`src/fmva_pkg.sv`:
```
// ============================================================================
// FM voice allocator package
// Shared widths, channel count and action and event codes.
// ============================================================================
package fmva_pkg;

    localparam int CHANNELS  = 8;
    localparam int CH_IDX_W  = (CHANNELS > 1) ? $clog2(CHANNELS) : 1;

    localparam int ACTION_W  = 3;
    localparam int NOTE_W    = 4;
    localparam int OCT_W     = 3;
    localparam int KIND_W    = 2;
    localparam int CHAN_W    = 3;
    localparam int MASK_W    = 4;

    localparam logic [OCT_W-1:0]  OCT_MIN    = 3'd1;
    localparam logic [OCT_W-1:0]  OCT_MAX    = 3'd7;
    localparam logic [OCT_W-1:0]  OCT_RESET  = 3'd3;
    localparam logic [MASK_W-1:0] MASK_RESET = 4'd15;

    typedef enum logic [ACTION_W-1:0] {
        ACT_NOTE_ON  = 3'd0,
        ACT_NOTE_OFF = 3'd1,
        ACT_OCT_DOWN = 3'd2,
        ACT_OCT_UP   = 3'd3,
        ACT_STOP_ALL = 3'd4
    } t_action;

    typedef enum logic [KIND_W-1:0] {
        EV_NONE    = 2'd0,
        EV_KEY_ON  = 2'd1,
        EV_KEY_OFF = 2'd2,
        EV_ALL_OFF = 2'd3
    } t_event;

endpackage

```
`src/fmva_if.sv`:
```
// ============================================================================
// FM voice allocator channel interfaces
// Valid/ready channels for input items, result items and the mask register.
// ============================================================================
interface fmva_in_if;
    logic                           valid;
    logic                           ready;
    logic [fmva_pkg::ACTION_W-1:0]  action;
    logic [fmva_pkg::NOTE_W-1:0]    note;

    modport source (output valid, output action, output note, input ready);
    modport sink   (input valid, input action, input note, output ready);
endinterface

interface fmva_out_if;
    logic                           valid;
    logic                           ready;
    logic [fmva_pkg::KIND_W-1:0]    event_kind;
    logic [fmva_pkg::CHAN_W-1:0]    channel;
    logic [fmva_pkg::OCT_W-1:0]     out_octave;
    logic [fmva_pkg::NOTE_W-1:0]    out_note;
    logic [fmva_pkg::MASK_W-1:0]    out_mask;

    modport source (output valid, output event_kind, output channel, output out_octave,
                    output out_note, output out_mask, input ready);
    modport sink   (input valid, input event_kind, input channel, input out_octave,
                    input out_note, input out_mask, output ready);
endinterface

interface fmva_cfg_if;
    logic                           valid;
    logic                           ready;
    logic [fmva_pkg::MASK_W-1:0]    data;

    modport source (output valid, output data, input ready);
    modport sink   (input valid, input data, output ready);
endinterface

```
`src/fm_voice_allocator.sv`:
```
// ============================================================================
// FM voice allocator
// An accepted item's result enters the output register in the next cycle.
// Throughput: one item per cycle while the output is taken; the free-channel and
// note-match priority encoders over the channel table settle an item in one pass.
// Reset: all channels free, current octave 3, operator mask 15, output empty.
// ============================================================================
module fm_voice_allocator (
    input  logic        i_clk,
    input  logic        i_rst_n,
    fmva_in_if.sink     i_in,
    fmva_out_if.source  o_out,
    fmva_cfg_if.sink    i_cfg
);
    import fmva_pkg::*;

    logic [CHANNELS-1:0]    r_busy;
    logic [CHANNELS-1:0]    n_busy;
    logic [OCT_W-1:0]       r_held_oct [CHANNELS];
    logic [NOTE_W-1:0]      r_held_note [CHANNELS];
    logic [OCT_W-1:0]       r_cur_oct;
    logic [OCT_W-1:0]       n_cur_oct;
    logic [MASK_W-1:0]      r_mask;

    logic                   r_out_valid;
    logic [KIND_W-1:0]      r_kind;
    logic [CHAN_W-1:0]      r_chan;
    logic [OCT_W-1:0]       r_oct;
    logic [NOTE_W-1:0]      r_note;
    logic [MASK_W-1:0]      r_omask;
    logic [KIND_W-1:0]      n_kind;
    logic [CHAN_W-1:0]      n_chan;
    logic [OCT_W-1:0]       n_oct;
    logic [NOTE_W-1:0]      n_note;
    logic [MASK_W-1:0]      n_omask;
    logic                   n_alloc;

    logic                   accept;
    logic                   free_found;
    logic [CH_IDX_W-1:0]    free_idx;
    logic                   match_found;
    logic [CH_IDX_W-1:0]    match_idx;

    assign i_in.ready  = !r_out_valid || o_out.ready;
    assign accept      = i_in.valid && i_in.ready;
    assign i_cfg.ready = 1'b1;

    always_comb begin
        free_found  = 1'b0;
        free_idx    = '0;
        match_found = 1'b0;
        match_idx   = '0;
        for (int i = CHANNELS - 1; i >= 0; i--) begin
            if (!r_busy[i]) begin
                free_found = 1'b1;
                free_idx   = CH_IDX_W'(i);
            end
            if (r_busy[i] && r_held_oct[i] == r_cur_oct && r_held_note[i] == i_in.note) begin
                match_found = 1'b1;
                match_idx   = CH_IDX_W'(i);
            end
        end
    end

    always_comb begin
        n_busy    = r_busy;
        n_cur_oct = r_cur_oct;
        n_alloc   = 1'b0;
        n_kind    = EV_NONE;
        n_chan    = '0;
        n_note    = '0;
        n_omask   = '0;
        case (i_in.action)
            ACT_NOTE_ON: begin
                if (free_found) begin
                    n_busy[free_idx] = 1'b1;
                    n_alloc = 1'b1;
                    n_kind  = EV_KEY_ON;
                    n_chan  = CHAN_W'(free_idx);
                    n_note  = i_in.note;
                    n_omask = r_mask;
                end
            end
            ACT_NOTE_OFF: begin
                if (match_found) begin
                    n_busy[match_idx] = 1'b0;
                    n_kind = EV_KEY_OFF;
                    n_chan = CHAN_W'(match_idx);
                    n_note = i_in.note;
                end
            end
            ACT_OCT_DOWN: begin
                if (r_cur_oct > OCT_MIN) begin
                    n_cur_oct = r_cur_oct - OCT_W'(1);
                end
            end
            ACT_OCT_UP: begin
                if (r_cur_oct < OCT_MAX) begin
                    n_cur_oct = r_cur_oct + OCT_W'(1);
                end
            end
            ACT_STOP_ALL: begin
                n_busy = '0;
                n_kind = EV_ALL_OFF;
            end
            default: begin
                n_kind = EV_NONE;
            end
        endcase
        n_oct = n_cur_oct;
    end

    always_ff @(posedge i_clk) begin
        if (!i_rst_n) begin
            r_busy      <= '0;
            r_cur_oct   <= OCT_RESET;
            r_mask      <= MASK_RESET;
            r_out_valid <= 1'b0;
        end else begin
            if (i_cfg.valid) begin
                r_mask <= i_cfg.data;
            end
            if (accept) begin
                r_busy      <= n_busy;
                r_cur_oct   <= n_cur_oct;
                r_out_valid <= 1'b1;
            end else if (o_out.ready) begin
                r_out_valid <= 1'b0;
            end
        end
    end

    always_ff @(posedge i_clk) begin
        if (accept) begin
            r_kind  <= n_kind;
            r_chan  <= n_chan;
            r_oct   <= n_oct;
            r_note  <= n_note;
            r_omask <= n_omask;
            if (n_alloc) begin
                r_held_oct[free_idx]  <= r_cur_oct;
                r_held_note[free_idx] <= i_in.note;
            end
        end
    end

    assign o_out.valid      = r_out_valid;
    assign o_out.event_kind = r_kind;
    assign o_out.channel    = r_chan;
    assign o_out.out_octave = r_oct;
    assign o_out.out_note   = r_note;
    assign o_out.out_mask   = r_omask;

endmodule

```
`src/flat_wrapper.sv`:
```
// flat-port wrapper written by rule: the top's interface ports become plain ports
module fm_voice_allocator_flat import fmva_pkg::*;
  (i_clk, i_rst_n, i_in_valid, i_in_action, i_in_note, i_in_ready, o_out_valid, o_out_event_kind, o_out_channel, o_out_out_octave, o_out_out_note, o_out_out_mask, o_out_ready, i_cfg_valid, i_cfg_data, i_cfg_ready);
  fmva_in_if i_in_i ();
  fmva_out_if o_out_i ();
  fmva_cfg_if i_cfg_i ();
  input  logic i_clk;
  input  logic i_rst_n;
  input wire logic [$bits(i_in_i.valid)-1:0] i_in_valid;
  input wire logic [$bits(i_in_i.action)-1:0] i_in_action;
  input wire logic [$bits(i_in_i.note)-1:0] i_in_note;
  output wire logic [$bits(i_in_i.ready)-1:0] i_in_ready;
  output wire logic [$bits(o_out_i.valid)-1:0] o_out_valid;
  output wire logic [$bits(o_out_i.event_kind)-1:0] o_out_event_kind;
  output wire logic [$bits(o_out_i.channel)-1:0] o_out_channel;
  output wire logic [$bits(o_out_i.out_octave)-1:0] o_out_out_octave;
  output wire logic [$bits(o_out_i.out_note)-1:0] o_out_out_note;
  output wire logic [$bits(o_out_i.out_mask)-1:0] o_out_out_mask;
  input wire logic [$bits(o_out_i.ready)-1:0] o_out_ready;
  input wire logic [$bits(i_cfg_i.valid)-1:0] i_cfg_valid;
  input wire logic [$bits(i_cfg_i.data)-1:0] i_cfg_data;
  output wire logic [$bits(i_cfg_i.ready)-1:0] i_cfg_ready;
  assign i_in_i.valid = i_in_valid;
  assign i_in_i.action = i_in_action;
  assign i_in_i.note = i_in_note;
  assign i_in_ready = i_in_i.ready;
  assign o_out_valid = o_out_i.valid;
  assign o_out_event_kind = o_out_i.event_kind;
  assign o_out_channel = o_out_i.channel;
  assign o_out_out_octave = o_out_i.out_octave;
  assign o_out_out_note = o_out_i.out_note;
  assign o_out_out_mask = o_out_i.out_mask;
  assign o_out_i.ready = o_out_ready;
  assign i_cfg_i.valid = i_cfg_valid;
  assign i_cfg_i.data = i_cfg_data;
  assign i_cfg_ready = i_cfg_i.ready;
  fm_voice_allocator u_core (.i_clk(i_clk), .i_rst_n(i_rst_n), .i_in(i_in_i), .o_out(o_out_i), .i_cfg(i_cfg_i));
endmodule
```
`config.mk`:
```
export PLATFORM = sky130hd
export DESIGN_NAME = fm_voice_allocator_flat
export DESIGN_NICKNAME = d
export VERILOG_FILES = /design/src/fmva_pkg.sv /design/src/fmva_if.sv /design/src/fm_voice_allocator.sv /design/src/flat_wrapper.sv
export SDC_FILE = /design/constraint.sdc
export NUM_CORES = 1
export LEC_CHECK = 0
export BUFFER_PORTS_ARGS = -buffer_cell sky130_fd_sc_hd__buf_2
export CORE_ASPECT_RATIO = 0.75
export CORE_MARGIN = 3
export CORE_UTILIZATION = 45
export DETAILED_ROUTE_END_ITERATION = 6
export HOLD_SLACK_MARGIN = 0.15
export PLACE_DENSITY = 0.65
export SLEW_MARGIN = 0
export SYNTH_ARGS = -nofsm -noshare
export SYNTH_HDL_FRONTEND = slang
export SYNTH_SLANG_ARGS = --single-unit
```
`constraint.sdc`:
```
create_clock -name i_clk -period 2.5 [get_ports i_clk]
set_clock_uncertainty 0.15 [all_clocks]
set_input_delay 0.125 -clock i_clk [delete_from_list [all_inputs] [get_ports i_clk]]
set_output_delay 0.125 -clock i_clk [all_outputs]
set_load 0.02 [all_outputs]
```
==> impl_metrics.tcl <==
set metrics [dict create \
    syn_area_um2 4199 \
    num_antenna_cells 0 \
    fmax_mhz 413.3 \
    wirelength_mm 10.06 \
    ys_seq_area_share_pct 59.12 \
    cts-buffers-inserted 9 \
    placementRows 29 \
    stdcell_area_um2 5346 \
    nets 456 \
    slew_viol_final 0 \
    cap_violations 0 \
    start_kind "register" \
    via_per_inst 5.435 \
    grt_antenna_before_repair 0 \
    ir_worst_vdd_uv 433.8 \
    whs_path_depth 5 \
    cts.sink_count 88 \
    place_congestion 0.9781 \
    cts_tree "yes" \
    avgSynthCellArea_um2 12.14 \
    hold_violations 0 \
    synth-edff-count 72 \
    clockBufferDepth 2 \
    synthDistinctLibCells 57 \
    setup_viol 0 \
    portBuffers 33 \
    grt_pass1_vias 3010 \
    endpoint_kind "register" \
    placed_area_um2 4747 \
    syn_to_final_growth_pct 27.32 \
    dp_hpwl_mm 6.744 \
    insertion_delay_ns 0.34 \
    grt_pass1_wl_mm 15.99 \
    clkSlewWorstSetupHoldPaths_ns 0.06 \
    die_w_um 117.5 \
    drt_iter0_markers 224 \
    cts_root_buf "clkbuf_16" \
    holdWs_ns 0.1675 \
    firstDrtPassIters 5 \
    start_util_pct 47.82 \
    slew_headroom_pct 60.82 \
    synth_cells 346 \
    core_um2 8781 \
    async_reset_ff_share_pct 0 \
    whs_endpoint "u_core.r_cur_oct[2]$_SDFFE_PN0P_" \
    worst_slew_pin_slew_ns 0.5838 \
    worst_path_largest_cell_delay_ns 0.37 \
    cts-htree-levels 3 \
    die_area_um2 10540 \
    status "finished clean" \
    p_leak_uw 0.001990 \
    cp.arrival_ns 2.48 \
    crit_type "reg -> reg" \
    reg2reg_to "u_core.r_busy[5]$_SDFFE_PN0P_" \
    holdCritStartpoint "o_out_ready" \
    ys_warn_count 0 \
    hp-class "in -> reg" \
    drc 0 \
    io_pins 35 \
    dominantRegCellSynth "edfxtp_1" \
    r2r_start "u_core.r_held_note[4][3]$_DFFE_PP_" \
    ff2ff_setup_slack_ns 0.08 \
    crit_required_ns 2.56 \
    synth-seq-cells 88 \
    vias 3076 \
    critPathMaxFanout 4 \
    grt_overflow 0 \
    fp.dieH_um 89.66 \
    period_needed_ns 2.420 \
    grtUsageTotal_pct 19.92 \
    final_layout_size_suffix_gt1_share_pct 25.79 \
    syn_nets 365 \
    reg2regPathDepth 8 \
    grt_max_degree 21 \
    crit_path_cell_trace "xor2_1 > nor4_2 > buf_4 > nand4_1 > and4bb_2 > a21o_4 > a211oi_2 > o32ai_2" \
    period_share_pct 96.79 \
    avgRoutedWirePerCell_um 17.77 \
    powerDensity_nw_per_um2 606.0 \
    antenna_left 0 \
    critPathSlowestCell "edfxtp_1" \
]
==> synthesized netlist by cell type (5+ instances only) <==
master,number,area share [%]
a21oi_1,10,1.2
and2_1,5,0.74
buf_4,5,0.89
clkbuf_1,6,0.54
dfxtp_1,16,7.6
edfxtp_1,72,51
inv_1,13,1.2
mux2i_1,5,1.2
nand2_1,22,2.0
nand3_1,9,1.1
nand4_1,11,1.6
nor2_1,25,2.2
nor2b_1,6,0.89
nor3_1,5,0.60
nor4_2,5,1.5
o21ai_0,8,0.95
xnor2_1,19,4.0
xor2_1,37,7.7
==> layout by cell type (no fill, tap or decap), types with 2 or more instances in the layout <==
cell type       netlist  final
nor2b_1               6      6
nor4_1                4      2
buf_4                 5     42
a21o_1                3      2
and4_1                4      3
xor2_1               37     37
clkbuf_8              0      2
clkinvlp_4            0      2
mux2i_1               5      5
xnor2_1              19     19
and2_1                5      5
dlygate4sd3_1         0     19
a21oi_4               0      2
ha_1                  3      3
a211oi_1              4      3
a21oi_1              10      8
nor4_2                5      7
nor3_1                5      5
o2111ai_1             2      2
o21ai_1               2      2
a31oi_1               2      2
dlymetal6s4s_1        0      2
nand2b_1              4      4
o21ai_0               8      8
nand3_1               9      8
edfxtp_1             72     72
o21a_1                2      2
buf_2                 3     32
clkbuf_16             0      9
nand4_1              11     11
clkinv_4              0      3
nand2_1              22     22
a41oi_1               3      3
inv_1                13     13
dfxtp_1              16     16
nor2_1               25     25
==> cell type report <==
class | instances | area [um^2]
fillers | 701 | 3435
flip-flops and latches | 88 | 2482
multi-input cells | 228 | 1652
repair buffers | 96 | 710.7
clock buffers | 11 | 252.7
inverters | 14 | 52.55
clock inverters | 5 | 41.29
well taps | 124 | 155.1
==> state kept, by name, summed over array words and instances (netlist names) <==
signal / cells
u_core.r_held_note: 32
u_core.r_held_oct: 24
u_core.r_busy: 8
u_core.o_out.out_mask: 4
u_core.o_out.out_note: 4
u_core.r_mask: 4
u_core.o_out.channel: 3
u_core.o_out.out_octave: 3
u_core.r_cur_oct: 3
u_core.o_out.event_kind: 2
u_core.o_out.valid: 1
==> power by group <==
group / internal [uW] / switching, uW
logic: 130 / 187
registers: 1610 / 13.3
clock network: 732 / 562
total: 2480 / 763
==> cells by family after synthesis <==
family	after synthesis	share of synthesized area (%)
other cells	1	0.08931
simple gates	107	14.09
buf+inv	30	3.576
flops	88	59.12
fa+ha+maj	3	0.8940
xor+xnor	56	11.68
compound gates	56	9.357
mux	5	1.192
==> how the worst max path moves through the flow <==
stage / startpoint / end / slack, ns / depth (start not counted)
2_1_floorplan: u_core.r_busy[2]$_SDFFE_PN0P_ / u_core.r_held_note[7][0]$_DFFE_PP_ / 0.11 / 6
5_1_grt: u_core.r_held_note[4][3]$_DFFE_PP_ / u_core.r_busy[5]$_SDFFE_PN0P_ / -0.05 / 9
3_3_place_gp: u_core.r_held_note[4][0]$_DFFE_PP_ / u_core.r_busy[4]$_SDFFE_PN0P_ / 0.03 / 9
4_1_cts: i_in_note[3] / u_core.o_out.channel[0]$_DFFE_PP_ / 0.001 / 12
3_5_place_dp: u_core.r_held_note[4][2]$_DFFE_PP_ / u_core.r_busy[4]$_SDFFE_PN0P_ / 0.009 / 9
6_report: u_core.r_held_note[4][3]$_DFFE_PP_ / u_core.r_busy[5]$_SDFFE_PN0P_ / 0.08 / 8
==> metal layers <==
metal | share of wire, % | track usage [%]
met3 | 7.5 | 5.886
met4 | 1.5 | 6.915
met5 | 0 | 0
met2 | 45 | 31.03
met1 | 46 | 27.14
==> critical path: cells and delay by family (launching register included) <==
kind                   cells  cell delay, ns
AND/OR/NAND/NOR            3            0.84
AO/OA/AOI/OAI              3            0.62
flip-flops                 1            0.37
buffers and inverters      1            0.15
XOR/XNOR                   1            0.16
==> through the flow <==
step	util, %	total power (uW)	TNS, ns	worst slack (ns)	std cells
detailed placement	54.06	1937	0	0.009065	528
floorplan	-	1837	0	0.1101	346
CTS	59.80	3262	0	0.001457	565
finish	60.89	3240	0	0.08034	566
global placement	54.06	1934	0	0.03279	528
global route	60.89	3352	-0.2068	-0.05040	566
==> repair_timing <==
action                     CTS  global route
hold buffers                21             0
setup endpoints to repair    1            14
gates resized for setup      1            19
hold endpoints to repair    48             0
pin swaps                    0            13
buffers inserted             0             2
Note: power is estimated with default switching activity, not from simulation.
